### src/lftc_pkg.sv
`default_nettype none
package lftc_pkg;

    localparam logic [1:0] DIR_STOP = 2'd0;
    localparam logic [1:0] DIR_FWD  = 2'd1;
    localparam logic [1:0] DIR_REV  = 2'd2;

    localparam int CFG_IDX_W  = 3;
    localparam int CFG_DATA_W = 16;

    typedef enum logic [CFG_IDX_W-1:0] {
        CFG_STRAIGHT_LEVEL = 3'd0,
        CFG_INNER_LEVEL    = 3'd1,
        CFG_OUTER_LEVEL    = 3'd2,
        CFG_PWM_PERIOD     = 3'd3,
        CFG_DEBOUNCE_TICKS = 3'd4,
        CFG_COOLDOWN_TICKS = 3'd5,
        CFG_UTURN_TICKS    = 3'd6,
        CFG_LINES_PER_TURN = 3'd7
    } t_cfg_idx;

    localparam logic [7:0]  RST_STRAIGHT_LEVEL = 8'd9;
    localparam logic [7:0]  RST_INNER_LEVEL    = 8'd4;
    localparam logic [7:0]  RST_OUTER_LEVEL    = 8'd5;
    localparam logic [7:0]  RST_PWM_PERIOD     = 8'd20;
    localparam logic [7:0]  RST_DEBOUNCE_TICKS = 8'd20;
    localparam logic [7:0]  RST_COOLDOWN_TICKS = 8'd100;
    localparam logic [15:0] RST_UTURN_TICKS    = 16'd600;
    localparam logic [7:0]  RST_LINES_PER_TURN = 8'd8;

    typedef struct packed {
        logic       left_pwm;
        logic       right_pwm;
        logic [1:0] left_dir;
        logic [1:0] right_dir;
        logic       turning;
        logic [7:0] line_count;
    } t_result;

endpackage
`default_nettype wire

### src/line_follower_tick_controller.sv
// output: a tick's result is registered into the result register, or into the skid while the output beat is stalled
// throughput: one tick per cycle while o_ready is high; the whole state update (pwm phases, steering,
// line debounce, u-turn timer) is combinational between the state registers
// a two-entry output stage (result register plus skid); input stalls only once both hold a beat
// reset: synchronous, active low; clears all state, loads default config, empties output
`default_nettype none
module line_follower_tick_controller
    import lftc_pkg::*;
(
    input  wire logic                  i_clk,
    input  wire logic                  i_rst_n,
    input  wire logic                  i_cfg_we,
    input  wire logic [CFG_IDX_W-1:0]  i_cfg_index,
    input  wire logic [CFG_DATA_W-1:0] i_cfg_data,
    input  wire logic                  i_valid,
    output logic                       o_ready,
    input  wire logic                  i_left_sensor,
    input  wire logic                  i_right_sensor,
    output logic                       o_valid,
    input  wire logic                  i_ready,
    output logic                       o_left_pwm,
    output logic                       o_right_pwm,
    output logic [1:0]                 o_left_dir,
    output logic [1:0]                 o_right_dir,
    output logic                       o_turning,
    output logic [7:0]                 o_line_count
);

    logic [7:0]  r_straight_level, r_inner_level, r_outer_level, r_pwm_period;
    logic [7:0]  r_debounce_ticks, r_cooldown_ticks, r_lines_per_turn;
    logic [15:0] r_uturn_ticks;

    logic [7:0]  r_left_phase, r_right_phase, r_left_level, r_right_level;
    logic [1:0]  r_left_dir, r_right_dir;
    logic        r_crossing_seen, r_counted_flag, r_uturn_active;
    logic [7:0]  r_debounce_count, r_cooldown_count, r_lines_counted;
    logic [15:0] r_uturn_elapsed;

    logic [7:0]  n_left_phase, n_right_phase, n_left_level, n_right_level;
    logic [1:0]  n_left_dir, n_right_dir;
    logic        n_crossing_seen, n_counted_flag, n_uturn_active;
    logic [7:0]  n_debounce_count, n_cooldown_count, n_lines_counted;
    logic [15:0] n_uturn_elapsed;

    logic [7:0]  left_inc, right_inc, deb_inc;
    logic        left_en, right_en;
    t_result     result;

    t_result     r_out, r_skid;
    logic        r_out_valid, r_skid_valid;
    logic        in_fire, out_fire;

    assign o_ready  = !r_skid_valid;
    assign in_fire  = i_valid && o_ready;
    assign out_fire = r_out_valid && i_ready;

    // configuration
    always_ff @(posedge i_clk) begin
        if (!i_rst_n) begin
            r_straight_level <= RST_STRAIGHT_LEVEL;
            r_inner_level    <= RST_INNER_LEVEL;
            r_outer_level    <= RST_OUTER_LEVEL;
            r_pwm_period     <= RST_PWM_PERIOD;
            r_debounce_ticks <= RST_DEBOUNCE_TICKS;
            r_cooldown_ticks <= RST_COOLDOWN_TICKS;
            r_uturn_ticks    <= RST_UTURN_TICKS;
            r_lines_per_turn <= RST_LINES_PER_TURN;
        end else if (i_cfg_we) begin
            unique case (t_cfg_idx'(i_cfg_index))
                CFG_STRAIGHT_LEVEL: r_straight_level <= i_cfg_data[7:0];
                CFG_INNER_LEVEL:    r_inner_level    <= i_cfg_data[7:0];
                CFG_OUTER_LEVEL:    r_outer_level    <= i_cfg_data[7:0];
                CFG_PWM_PERIOD:     r_pwm_period     <= i_cfg_data[7:0];
                CFG_DEBOUNCE_TICKS: r_debounce_ticks <= i_cfg_data[7:0];
                CFG_COOLDOWN_TICKS: r_cooldown_ticks <= i_cfg_data[7:0];
                CFG_UTURN_TICKS:    r_uturn_ticks    <= i_cfg_data[15:0];
                CFG_LINES_PER_TURN: r_lines_per_turn <= i_cfg_data[7:0];
                default: ;
            endcase
        end
    end

    // pwm phases use the level stored on the previous tick
    always_comb begin
        left_inc     = r_left_phase + 8'd1;
        right_inc    = r_right_phase + 8'd1;
        left_en      = (left_inc <= r_left_level);
        right_en     = (right_inc <= r_right_level);
        n_left_phase  = (left_inc >= r_pwm_period) ? 8'd0 : left_inc;
        n_right_phase = (right_inc >= r_pwm_period) ? 8'd0 : right_inc;
    end

    always_comb begin
        n_left_level     = r_left_level;
        n_right_level    = r_right_level;
        n_left_dir       = r_left_dir;
        n_right_dir      = r_right_dir;
        n_crossing_seen  = r_crossing_seen;
        n_counted_flag   = r_counted_flag;
        n_uturn_active   = r_uturn_active;
        n_debounce_count = r_debounce_count;
        n_cooldown_count = r_cooldown_count;
        n_lines_counted  = r_lines_counted;
        n_uturn_elapsed  = r_uturn_elapsed;
        deb_inc          = (r_debounce_count != 8'hFF) ? r_debounce_count + 8'd1
                                                       : r_debounce_count;

        if (!r_uturn_active) begin
            case ({i_left_sensor, i_right_sensor})
                2'b00: begin
                    n_left_level     = r_straight_level;
                    n_right_level    = r_straight_level;
                    n_left_dir       = DIR_FWD;
                    n_right_dir      = DIR_FWD;
                    n_crossing_seen  = 1'b1;
                    n_counted_flag   = 1'b0;
                    n_debounce_count = 8'd0;
                end
                2'b01: begin
                    n_left_level     = r_outer_level;
                    n_right_level    = r_inner_level;
                    n_left_dir       = DIR_FWD;
                    n_right_dir      = DIR_REV;
                    n_counted_flag   = 1'b0;
                    n_debounce_count = 8'd0;
                end
                2'b10: begin
                    n_left_level     = r_inner_level;
                    n_right_level    = r_outer_level;
                    n_left_dir       = DIR_REV;
                    n_right_dir      = DIR_FWD;
                    n_counted_flag   = 1'b0;
                    n_debounce_count = 8'd0;
                end
                default: begin
                    n_left_level  = r_straight_level;
                    n_right_level = r_straight_level;
                    n_left_dir    = DIR_FWD;
                    n_right_dir   = DIR_FWD;
                    if (r_cooldown_count != 8'd0) begin
                        n_cooldown_count = r_cooldown_count - 8'd1;
                        n_debounce_count = 8'd0;
                    end else if (r_crossing_seen && !r_counted_flag) begin
                        n_debounce_count = deb_inc;
                        if (deb_inc >= r_debounce_ticks) begin
                            n_lines_counted  = r_lines_counted + 8'd1;
                            n_crossing_seen  = 1'b0;
                            n_counted_flag   = 1'b1;
                            n_cooldown_count = r_cooldown_ticks;
                            n_debounce_count = 8'd0;
                        end
                    end else if (!r_crossing_seen) begin
                        n_debounce_count = 8'd0;
                    end
                end
            endcase
            // target reached, or lowered below the count
            if (n_lines_counted >= r_lines_per_turn) begin
                n_uturn_active   = 1'b1;
                n_uturn_elapsed  = 16'd0;
                n_lines_counted  = 8'd0;
                n_crossing_seen  = 1'b0;
                n_counted_flag   = 1'b0;
                n_debounce_count = 8'd0;
                n_cooldown_count = 8'd0;
            end
        end else begin
            n_left_level  = r_straight_level;
            n_right_level = r_straight_level;
            n_left_dir    = DIR_FWD;
            n_right_dir   = DIR_REV;
            if (r_uturn_elapsed != 16'hFFFF) begin
                n_uturn_elapsed = r_uturn_elapsed + 16'd1;
            end
            if (n_uturn_elapsed >= r_uturn_ticks) begin
                n_uturn_active = 1'b0;
            end
        end
    end

    always_comb begin
        result.left_pwm   = left_en;
        result.right_pwm  = right_en;
        result.left_dir   = n_left_dir;
        result.right_dir  = n_right_dir;
        result.turning    = n_uturn_active;
        result.line_count = n_lines_counted;
    end

    always_ff @(posedge i_clk) begin
        if (!i_rst_n) begin
            r_left_phase     <= '0;
            r_right_phase    <= '0;
            r_left_level     <= '0;
            r_right_level    <= '0;
            r_left_dir       <= DIR_STOP;
            r_right_dir      <= DIR_STOP;
            r_crossing_seen  <= 1'b0;
            r_counted_flag   <= 1'b0;
            r_uturn_active   <= 1'b0;
            r_debounce_count <= '0;
            r_cooldown_count <= '0;
            r_lines_counted  <= '0;
            r_uturn_elapsed  <= '0;
        end else if (in_fire) begin
            r_left_phase     <= n_left_phase;
            r_right_phase    <= n_right_phase;
            r_left_level     <= n_left_level;
            r_right_level    <= n_right_level;
            r_left_dir       <= n_left_dir;
            r_right_dir      <= n_right_dir;
            r_crossing_seen  <= n_crossing_seen;
            r_counted_flag   <= n_counted_flag;
            r_uturn_active   <= n_uturn_active;
            r_debounce_count <= n_debounce_count;
            r_cooldown_count <= n_cooldown_count;
            r_lines_counted  <= n_lines_counted;
            r_uturn_elapsed  <= n_uturn_elapsed;
        end
    end

    // output register with skid; skid only fills while the output beat is stalled
    always_ff @(posedge i_clk) begin
        if (!i_rst_n) begin
            r_out_valid  <= 1'b0;
            r_skid_valid <= 1'b0;
        end else begin
            if (r_skid_valid) begin
                if (out_fire) begin
                    r_skid_valid <= 1'b0;
                end
            end else if (in_fire) begin
                if (r_out_valid && !i_ready) begin
                    r_skid_valid <= 1'b1;
                end else begin
                    r_out_valid <= 1'b1;
                end
            end else if (out_fire) begin
                r_out_valid <= 1'b0;
            end
        end
    end

    always_ff @(posedge i_clk) begin
        if (r_skid_valid) begin
            if (out_fire) begin
                r_out <= r_skid;
            end
        end else if (in_fire) begin
            if (r_out_valid && !i_ready) begin
                r_skid <= result;
            end else begin
                r_out <= result;
            end
        end
    end

    assign o_valid      = r_out_valid;
    assign o_left_pwm   = r_out.left_pwm;
    assign o_right_pwm  = r_out.right_pwm;
    assign o_left_dir   = r_out.left_dir;
    assign o_right_dir  = r_out.right_dir;
    assign o_turning    = r_out.turning;
    assign o_line_count = r_out.line_count;

endmodule
`default_nettype wire

### config.mk
export PLATFORM = sky130hd
export DESIGN_NAME = line_follower_tick_controller
export DESIGN_NICKNAME = d
export VERILOG_FILES = /design/src/lftc_pkg.sv /design/src/line_follower_tick_controller.sv
export SDC_FILE = /design/constraint.sdc
export NUM_CORES = 1
export LEC_CHECK = 0
export ABC_CLOCK_PERIOD_IN_PS = 5800
export BUFFER_PORTS_ARGS = -buffer_cell sky130_fd_sc_hd__buf_2
export CAP_MARGIN = 20
export CORE_ASPECT_RATIO = 1.5
export CORE_MARGIN = 8
export CORE_UTILIZATION = 55
export CTS_BUF_LIST = sky130_fd_sc_hd__clkbuf_2
export DETAILED_ROUTE_END_ITERATION = 10
export GPL_TIMING_DRIVEN = 1
export PLACE_DENSITY = 0.7
export SLEW_MARGIN = 30
export SYNTH_ARGS = -nofsm -noshare
export SYNTH_HDL_FRONTEND = slang
export SYNTH_SLANG_ARGS = --single-unit
### constraint.sdc
create_clock -name i_clk -period 5.8 [get_ports i_clk]
set_input_delay 1.16 -clock i_clk [delete_from_list [all_inputs] [get_ports i_clk]]
set_output_delay 1.16 -clock i_clk [all_outputs]
set_load 0.1 [all_outputs]
==> results of run 1 <==
report_power, final:
group          internal, mW  total (mW)  switching [mW]  leakage (nW)
Sequential             1.31        1.33          0.0235          1.49
Combinational        0.0954       0.358           0.263          2.47
Clock                 0.296       0.751           0.455         0.166
Total                  1.70        2.44           0.741          4.12
cell families (layout without fill, tap and decap cells):
logic type | count (synthesis) | after routing | synth area share (%)
AND/OR/NAND/NOR | 491 | 491 | 22.6
flip-flops | 179 | 179 | 39.2
XOR/XNOR | 31 | 31 | 2.74
multiplexers | 13 | 13 | 1.41
buffers and inverters | 143 | 168 | 5.50
other | 0 | 1 | 0
adder cells (fa/ha/maj) | 74 | 74 | 9.34
AO/OA/AOI/OAI | 308 | 308 | 19.3
metal layers:
| layer | vias up | track usage, % |
|---|---|---|
| met1 | 4052 | 26.3 |
| met4 | 0 | 9.15 |
| met5 | - | 0 |
| li1 | 4409 | - |
| met3 | 48 | 3.79 |
| met2 | 213 | 38.2 |
how the worst min path moves through the flow:
stage                                           startpoint  depth (start not counted)  slack [ps]                          endpoint
after floorplan           r_cooldown_ticks[6]$_SDFFE_PN1P_                          2         440  r_cooldown_ticks[6]$_SDFFE_PN1P_
after CTS                   r_uturn_ticks[15]$_SDFFE_PN0P_                          2         470    r_uturn_ticks[15]$_SDFFE_PN0P_
after global routing                        i_cfg_data[10]                          3         480    r_uturn_ticks[10]$_SDFFE_PN0P_
after global placement    r_straight_level[4]$_SDFFE_PN0P_                          2         440  r_straight_level[4]$_SDFFE_PN0P_
final                       r_uturn_ticks[15]$_SDFFE_PN0P_                          2         470    r_uturn_ticks[15]$_SDFFE_PN0P_
after detailed placement  r_straight_level[5]$_SDFFE_PN0P_                          2         450  r_straight_level[5]$_SDFFE_PN0P_
synthesized netlist by cell type (all sizes together) (16+ instances only):
library cell    n  area share [%]
nand2b         17             1.1
dfxtp         149              30
o21ai          45             2.3
xnor2          16             1.4
a21oi         143             7.2
ha             74             9.3
nand3          53             2.7
nor3           40             2.0
nand2         217             8.2
inv            77             2.9
nor2           86             3.3
clkbuf         48             1.9
a31oi          20             1.3
a221oi         16             1.4
edfxtp         30             9.1
metrics by stage:
step / instance area (um2) / hold slack (ps) / power, mW / cells
floorplan: 9920 / 435 / 1.62 / 1239
global placement: 10300 / 443 / 1.71 / 1449
detailed placement: 10300 / 447 / 1.71 / 1449
CTS: 10600 / 472 / 2.46 / 1481
global route: 10600 / 480 / 2.55 / 1482
finish: 10600 / 472 / 2.44 / 1482
critical path: cells and delay by family (launching register included):
family | cells | cell delay [ps]
AO/OA/AOI/OAI | 3 | 1050
flip-flops | 1 | 490
AND/OR/NAND/NOR | 9 | 1880
multiplexers | 1 | 260
buffers and inverters | 1 | 310
adder cells (fa/ha/maj) | 3 | 840
XOR/XNOR | 2 | 230
cell type report:
class	count	area [um2]	area share, %
timing repair buffer	56	315	2.98
inverter	80	302	2.85
tap	217	272	2.57
clock inverter	13	194	1.84
antenna	1	2.50	0.0237
clock buffer	19	95.1	0.900
sequential	179	3880	36.8
multi-input combinational	917	5500	52.1
repair_timing:
action,CTS,global route
hold buffers,0,0
endpoints found under the setup margin,0,8
gates resized for setup,0,3
==> flow_metrics.py, run 1 <==
metrics = {
    "place": {
        "dpl_worst_slack_ps": 487,
        "hpwlAfterDp_um": 18200,
        "io_buffers": 42,
        "place.gp.congestion": 0.897,
    },
    "floorplanning": {
        "fp.coreArea_um2": 17800,
        "row_count": 60,
        "die_h_um": 180,
        "die_w_um": 126,
        "die_area_um2": 22700,
        "start_util_pct": 55.7,
        "io_pins": 43,
    },
    "power": {
        "power.leakage_nw": 4.12,
        "ir_drop_uv": 139,
        "cellPowerDensity_nw_per_um2": 231,
    },
    "global_routing": {
        "grtUsageTotal_pct": 22.0,
        "grt_overflow": 0,
        "grt_first_pass_wirelength_um": 40800,
        "grt_pass1_vias": 8202,
        "antenna_found_initial": 1,
        "grt_max_degree": 74,
    },
    "sta": {
        "hold_violations": 0,
        "finalCritPeriodShare_pct": 91.2,
        "slew-limit-headroom_pct": 42.2,
        "fin_ws_ps": 513,
        "tns_ps": 0,
        "rsz0062_at_grt": "no",
        "worst_pin_slew_ps": 860,
        "drv_slew": 0,
        "fin_skew_ps": 36.7,
        "post-route-min-period_ps": 5290,
        "setup_viol": 0,
        "fmax_mhz": 189,
    },
    "clock_network": {
        "cts.sinks": 179,
        "cts_tree": "built",
        "cts_max_level": 4,
        "clkSlewWorstSetupHoldPaths_ps": 270,
        "cts_root_buf": "clkbuf_2",
        "cts_buffers": 17,
        "insertion_delay_ps": 790,
        "postCtsSetupBuffers": 0,
        "cts_buffer_depth": 2,
    },
    "synth": {
        "ys.flop_type": "dfxtp_1",
        "synth_edf_count": 30,
        "ys_ff_latch": 179,
        "synth_fp_nets": 1339,
        "ys_seq_area_share_pct": 39.2,
        "async_reset_ff_share_pct": 0,
        "synth_area_um2": 9920,
        "ys_types": 65,
        "ys_warn_count": 0,
        "synth_cells": 1239,
        "syn_area_per_cell_um2": 8.00,
    },
    "cells_and_area": {
        "layout_common_cells": "nand2_1 (217), dfxtp_1 (149), a21oi_1 (143)",
        "drive_gt1_share_pct": 8.78,
        "largestRegisters": "r_uturn_elapsed x16, r_uturn_ticks x16, r_skid x15",
        "fill_cells": 1670,
        "final_util_pct": 59.4,
        "nets": 1351,
        "area_growth_pct": 6.54,
        "final_common_cell": "nand2_1",
    },
    "detailed_routing": {
        "top_layer_used": "met4",
        "ant_nets": 0,
        "dr.pass1.iters": 5,
        "dr_wl_met3_um": 1100,
        "first_iter_violations": 686,
        "num_vias": 8722,
        "avgViaCountPerCell": 5.89,
        "route.met2.wl_um": 12300,
        "wl_met1_um": 11000,
        "drc": 0,
        "wl_um": 25000,
        "routedWlPerCell_um": 16.9,
    },
    "setup_path": {
        "crit_top_cell": "ha_1",
        "crit_path_start": "r_debounce_count[0]$_SDFFE_PN0P_",
        "regToRegSetupSlack_ps": 510,
        "path_cells": "ha_1 > nand3_1 > nor2_2 > nor2_1 > nand3_1 > xnor2_1 > ha_1 > nand4_1 > nand3b_1 > a211oi_2 > xor2_1 > ha_1 > nand2_1 > or4_1 > o21ai_1 > buf_4 > nor2_1 > a32o_1 > mux2_2",
        "worstSetupPathType": "flop to flop",
        "endpoint": "o_line_count[1]$_DFFE_PP_",
        "arrival_ps": 5860,
        "cp-end-kind": "flop",
        "r2r_cells": 19,
        "crit_required_ps": 6380,
        "startpoint_type": "flop",
        "r2r-start": "r_debounce_count[0]$_SDFFE_PN0P_",
        "cp_slowest_stage_delay_ps": 550,
        "r2r_end": "o_line_count[1]$_DFFE_PP_",
        "slowest_stage": "or4_1",
        "worstPathMaxFanout": 19,
    },
    "status": {
        "outcome": "finished clean",
    },
    "job": {
        "drv_cap": 0,
    },
    "worst_hold_path": {
        "hold_path.class": "flop to flop",
    },
}
(Power assumes the default switching activity.)
==> run 2, diff against run 1 <==
--- a/config.mk
+++ b/config.mk
@@ -8,13 +8,16 @@
 export ABC_CLOCK_PERIOD_IN_PS = 5800
 export BUFFER_PORTS_ARGS = -buffer_cell sky130_fd_sc_hd__buf_2
 export CAP_MARGIN = 20
+export CELL_PAD_IN_SITES_DETAIL_PLACEMENT = 0
+export CELL_PAD_IN_SITES_GLOBAL_PLACEMENT = 1
 export CORE_ASPECT_RATIO = 1.5
 export CORE_MARGIN = 8
-export CORE_UTILIZATION = 55
+export CORE_UTILIZATION = 48
 export CTS_BUF_LIST = sky130_fd_sc_hd__clkbuf_2
 export DETAILED_ROUTE_END_ITERATION = 10
 export GPL_TIMING_DRIVEN = 1
-export PLACE_DENSITY = 0.7
+export MAX_ROUTING_LAYER = met4
+export PLACE_DENSITY = 0.8
 export SLEW_MARGIN = 30
 export SYNTH_ARGS = -nofsm -noshare
 export SYNTH_HDL_FRONTEND = slang
==> run 2 against run 1 <==
Clock-buffer cell count is 2 lower. Setup slack worse by 99 ps. Largest power group unchanged. Critical endpoint is now r_debounce_count[4]$_SDFFE_PN0P_. Sequential power is essentially flat. Maximum frequency decreased by 1.8%. Clock skew barely moved. Power down 3.9%. Global-route usage down 0.67 points.
==> flow_metrics.py, run 2 (synthesis results as in run 1) <==
metrics = {
    "status": {
        "outcome": "finished clean",
    },
    "sta": {
        "worst_pin_slew_ps": 884,
        "finalCritPeriodShare_pct": 92.9,
        "fmax_mhz": 186,
        "slew-limit-headroom_pct": 40.6,
        "drv_slew": 0,
        "hold_violations": 0,
        "rsz0062_at_grt": "no",
        "setup_viol": 0,
        "fin_skew_ps": 36.8,
        "tns_ps": 0,
        "post-route-min-period_ps": 5390,
    },
    "clock_network": {
        "cts_root_buf": "clkbuf_2",
        "cts_max_level": 4,
        "cts_tree": "built",
        "post_cts_resized": 0,
        "postCtsSetupBuffers": 0,
        "cts_hold_buf": 0,
        "insertion_delay_ps": 780,
        "cts_buffers": 17,
        "cts_buffer_depth": 2,
        "cts.sinks": 179,
        "clkSlewWorstSetupHoldPaths_ps": 270,
    },
    "worst_hold_path": {
        "hold_path.class": "flop to flop",
        "worstHoldEndpoint": "r_cooldown_ticks[7]$_SDFFE_PN0P_",
        "holdCritStartpoint": "r_cooldown_ticks[7]$_SDFFE_PN0P_",
        "min_path_cells": 2,
    },
    "floorplanning": {
        "die_h_um": 192,
        "io_pins": 43,
        "start_util_pct": 48.8,
        "row_count": 64,
        "fp.coreArea_um2": 20300,
        "die_w_um": 133,
        "die_area_um2": 25600,
    },
    "detailed_routing": {
        "dr.pass1.iters": 6,
        "num_vias": 8707,
        "drc": 0,
        "routedWlPerCell_um": 17.2,
        "first_iter_violations": 672,
        "ant_nets": 0,
        "avgViaCountPerCell": 5.69,
        "wl_um": 26400,
    },
    "global_routing": {
        "grtUsageTotal_pct": 21.4,
        "antenna_found_initial": 1,
        "grt_max_degree": 67,
        "grt_first_pass_wirelength_um": 42900,
        "grt_overflow": 0,
        "grt_pass1_vias": 8250,
    },
    "cells_and_area": {
        "drive_gt1_share_pct": 8.78,
        "nets": 1351,
        "layout_common_cells": "nand2_1 (217), dfxtp_1 (149), a21oi_1 (143)",
        "largestRegisters": "r_uturn_elapsed x16, r_uturn_ticks x16, r_skid x15",
        "area_growth_pct": 6.55,
        "final_common_cell": "nand2_1",
    },
    "setup_path": {
        "worstPathMaxFanout": 11,
        "r2r-start": "r_debounce_count[0]$_SDFFE_PN0P_",
        "cp-end-kind": "flop",
        "startpoint_type": "flop",
        "r2r_cells": 19,
        "path_cells": "ha_1 > nand3_1 > nor2_1 > buf_4 > nor2_1 > nand3_1 > xnor2_1 > ha_1 > a21oi_1 > o21ai_0 > a32o_1 > mux2_2 > ha_1 > a2111oi_1 > o21ai_1 > buf_4 > o21ai_1 > a32oi_1 > o31ai_1",
        "regToRegSetupSlack_ps": 410,
        "crit_required_ps": 6510,
        "r2r_end": "r_debounce_count[4]$_SDFFE_PN0P_",
        "arrival_ps": 6100,
        "crit_top_cell": "ha_1",
        "worstSetupPathType": "flop to flop",
        "slowest_stage": "o21ai_1",
        "cp_slowest_stage_delay_ps": 580,
    },
    "place": {
        "hpwlAfterDp_um": 19300,
        "place.gp.congestion": 0.884,
        "io_buffers": 42,
    },
    "job": {
        "drv_cap": 0,
    },
    "power": {
        "p_total_mw": 2.35,
        "power.leakage_nw": 4.09,
        "cellPowerDensity_nw_per_um2": 222,
        "ir_drop_uv": 166,
    },
}
[run 2: changes by cell type in the layout (fill, tap and decap cells not counted), sizes merged]
cell,before,now
clkinvlp,2,4
bufinv,4,1
clkbuf,19,17
clkinv,4,7
[run 2: routing by layer]
layer | up-vias | part of all wire, % | GRT usage, %
li1 | 4410 | - | -
met1 | 4110 | 45 | 25.9
met2 | 157 | 50 | 36.3
met3 | 30 | 3.1 | 3.12
met4 | 0 | 1.7 | 5.85
met5 | - | 0 | -
[run 2: through the flow]
stage / cells / worst slack [ps] / hold slack (ps) / utilization [%] / cell area [um2]
final: 1529 / 414 / 473 / 51.9 / 10600
after global placement: 1496 / 658 / 441 / 50.7 / 10300
after CTS: 1528 / 491 / 475 / 51.9 / 10600
after floorplan: 1239 / 1050 / 435 / - / 9920
after detailed placement: 1496 / 565 / 448 / 50.8 / 10300
after global routing: 1529 / 85.9 / 481 / 51.9 / 10600
[run 2: critical path, delay by kind of cell (launching register included)]
family | cells | cell delay, ps
simple gates | 4 | 510
compound gates | 8 | 2630
flops | 1 | 430
mux | 1 | 390
fa+ha+maj | 3 | 840
buf+inv | 2 | 380
xor+xnor | 1 | 160
[run 2: report_power, final]
group	internal (mW)	total, mW	switching [mW]
Clock	0.168	0.654	0.486
Sequential	1.31	1.33	0.0241
Combinational	0.0940	0.358	0.264
[run 2: worst max path at each step]
stage          cells after the start                          endpoint  slack (ps)                        startpoint
2_1_floorplan                     19         o_line_count[1]$_DFFE_PP_        1050  r_debounce_count[4]$_SDFFE_PN0P_
3_3_place_gp                      21         o_line_count[1]$_DFFE_PP_         660  r_debounce_count[0]$_SDFFE_PN0P_
3_5_place_dp                      21         o_line_count[1]$_DFFE_PP_         570  r_debounce_count[0]$_SDFFE_PN0P_
4_1_cts                           21         o_line_count[1]$_DFFE_PP_         490  r_debounce_count[0]$_SDFFE_PN0P_
5_1_grt                           19  r_debounce_count[0]$_SDFFE_PN0P_          90  r_debounce_count[0]$_SDFFE_PN0P_
6_report                          19  r_debounce_count[4]$_SDFFE_PN0P_         410  r_debounce_count[0]$_SDFFE_PN0P_
[run 2: final cells by class]
type,count,area [um2]
well taps,264,330
diodes,1,2.50
multi-input cells,917,5500
inverters,80,302
flip-flops and latches,179,3880
clock inverters,15,148
repair buffers,56,315
clock buffers,17,85.1
fillers,2073,9770
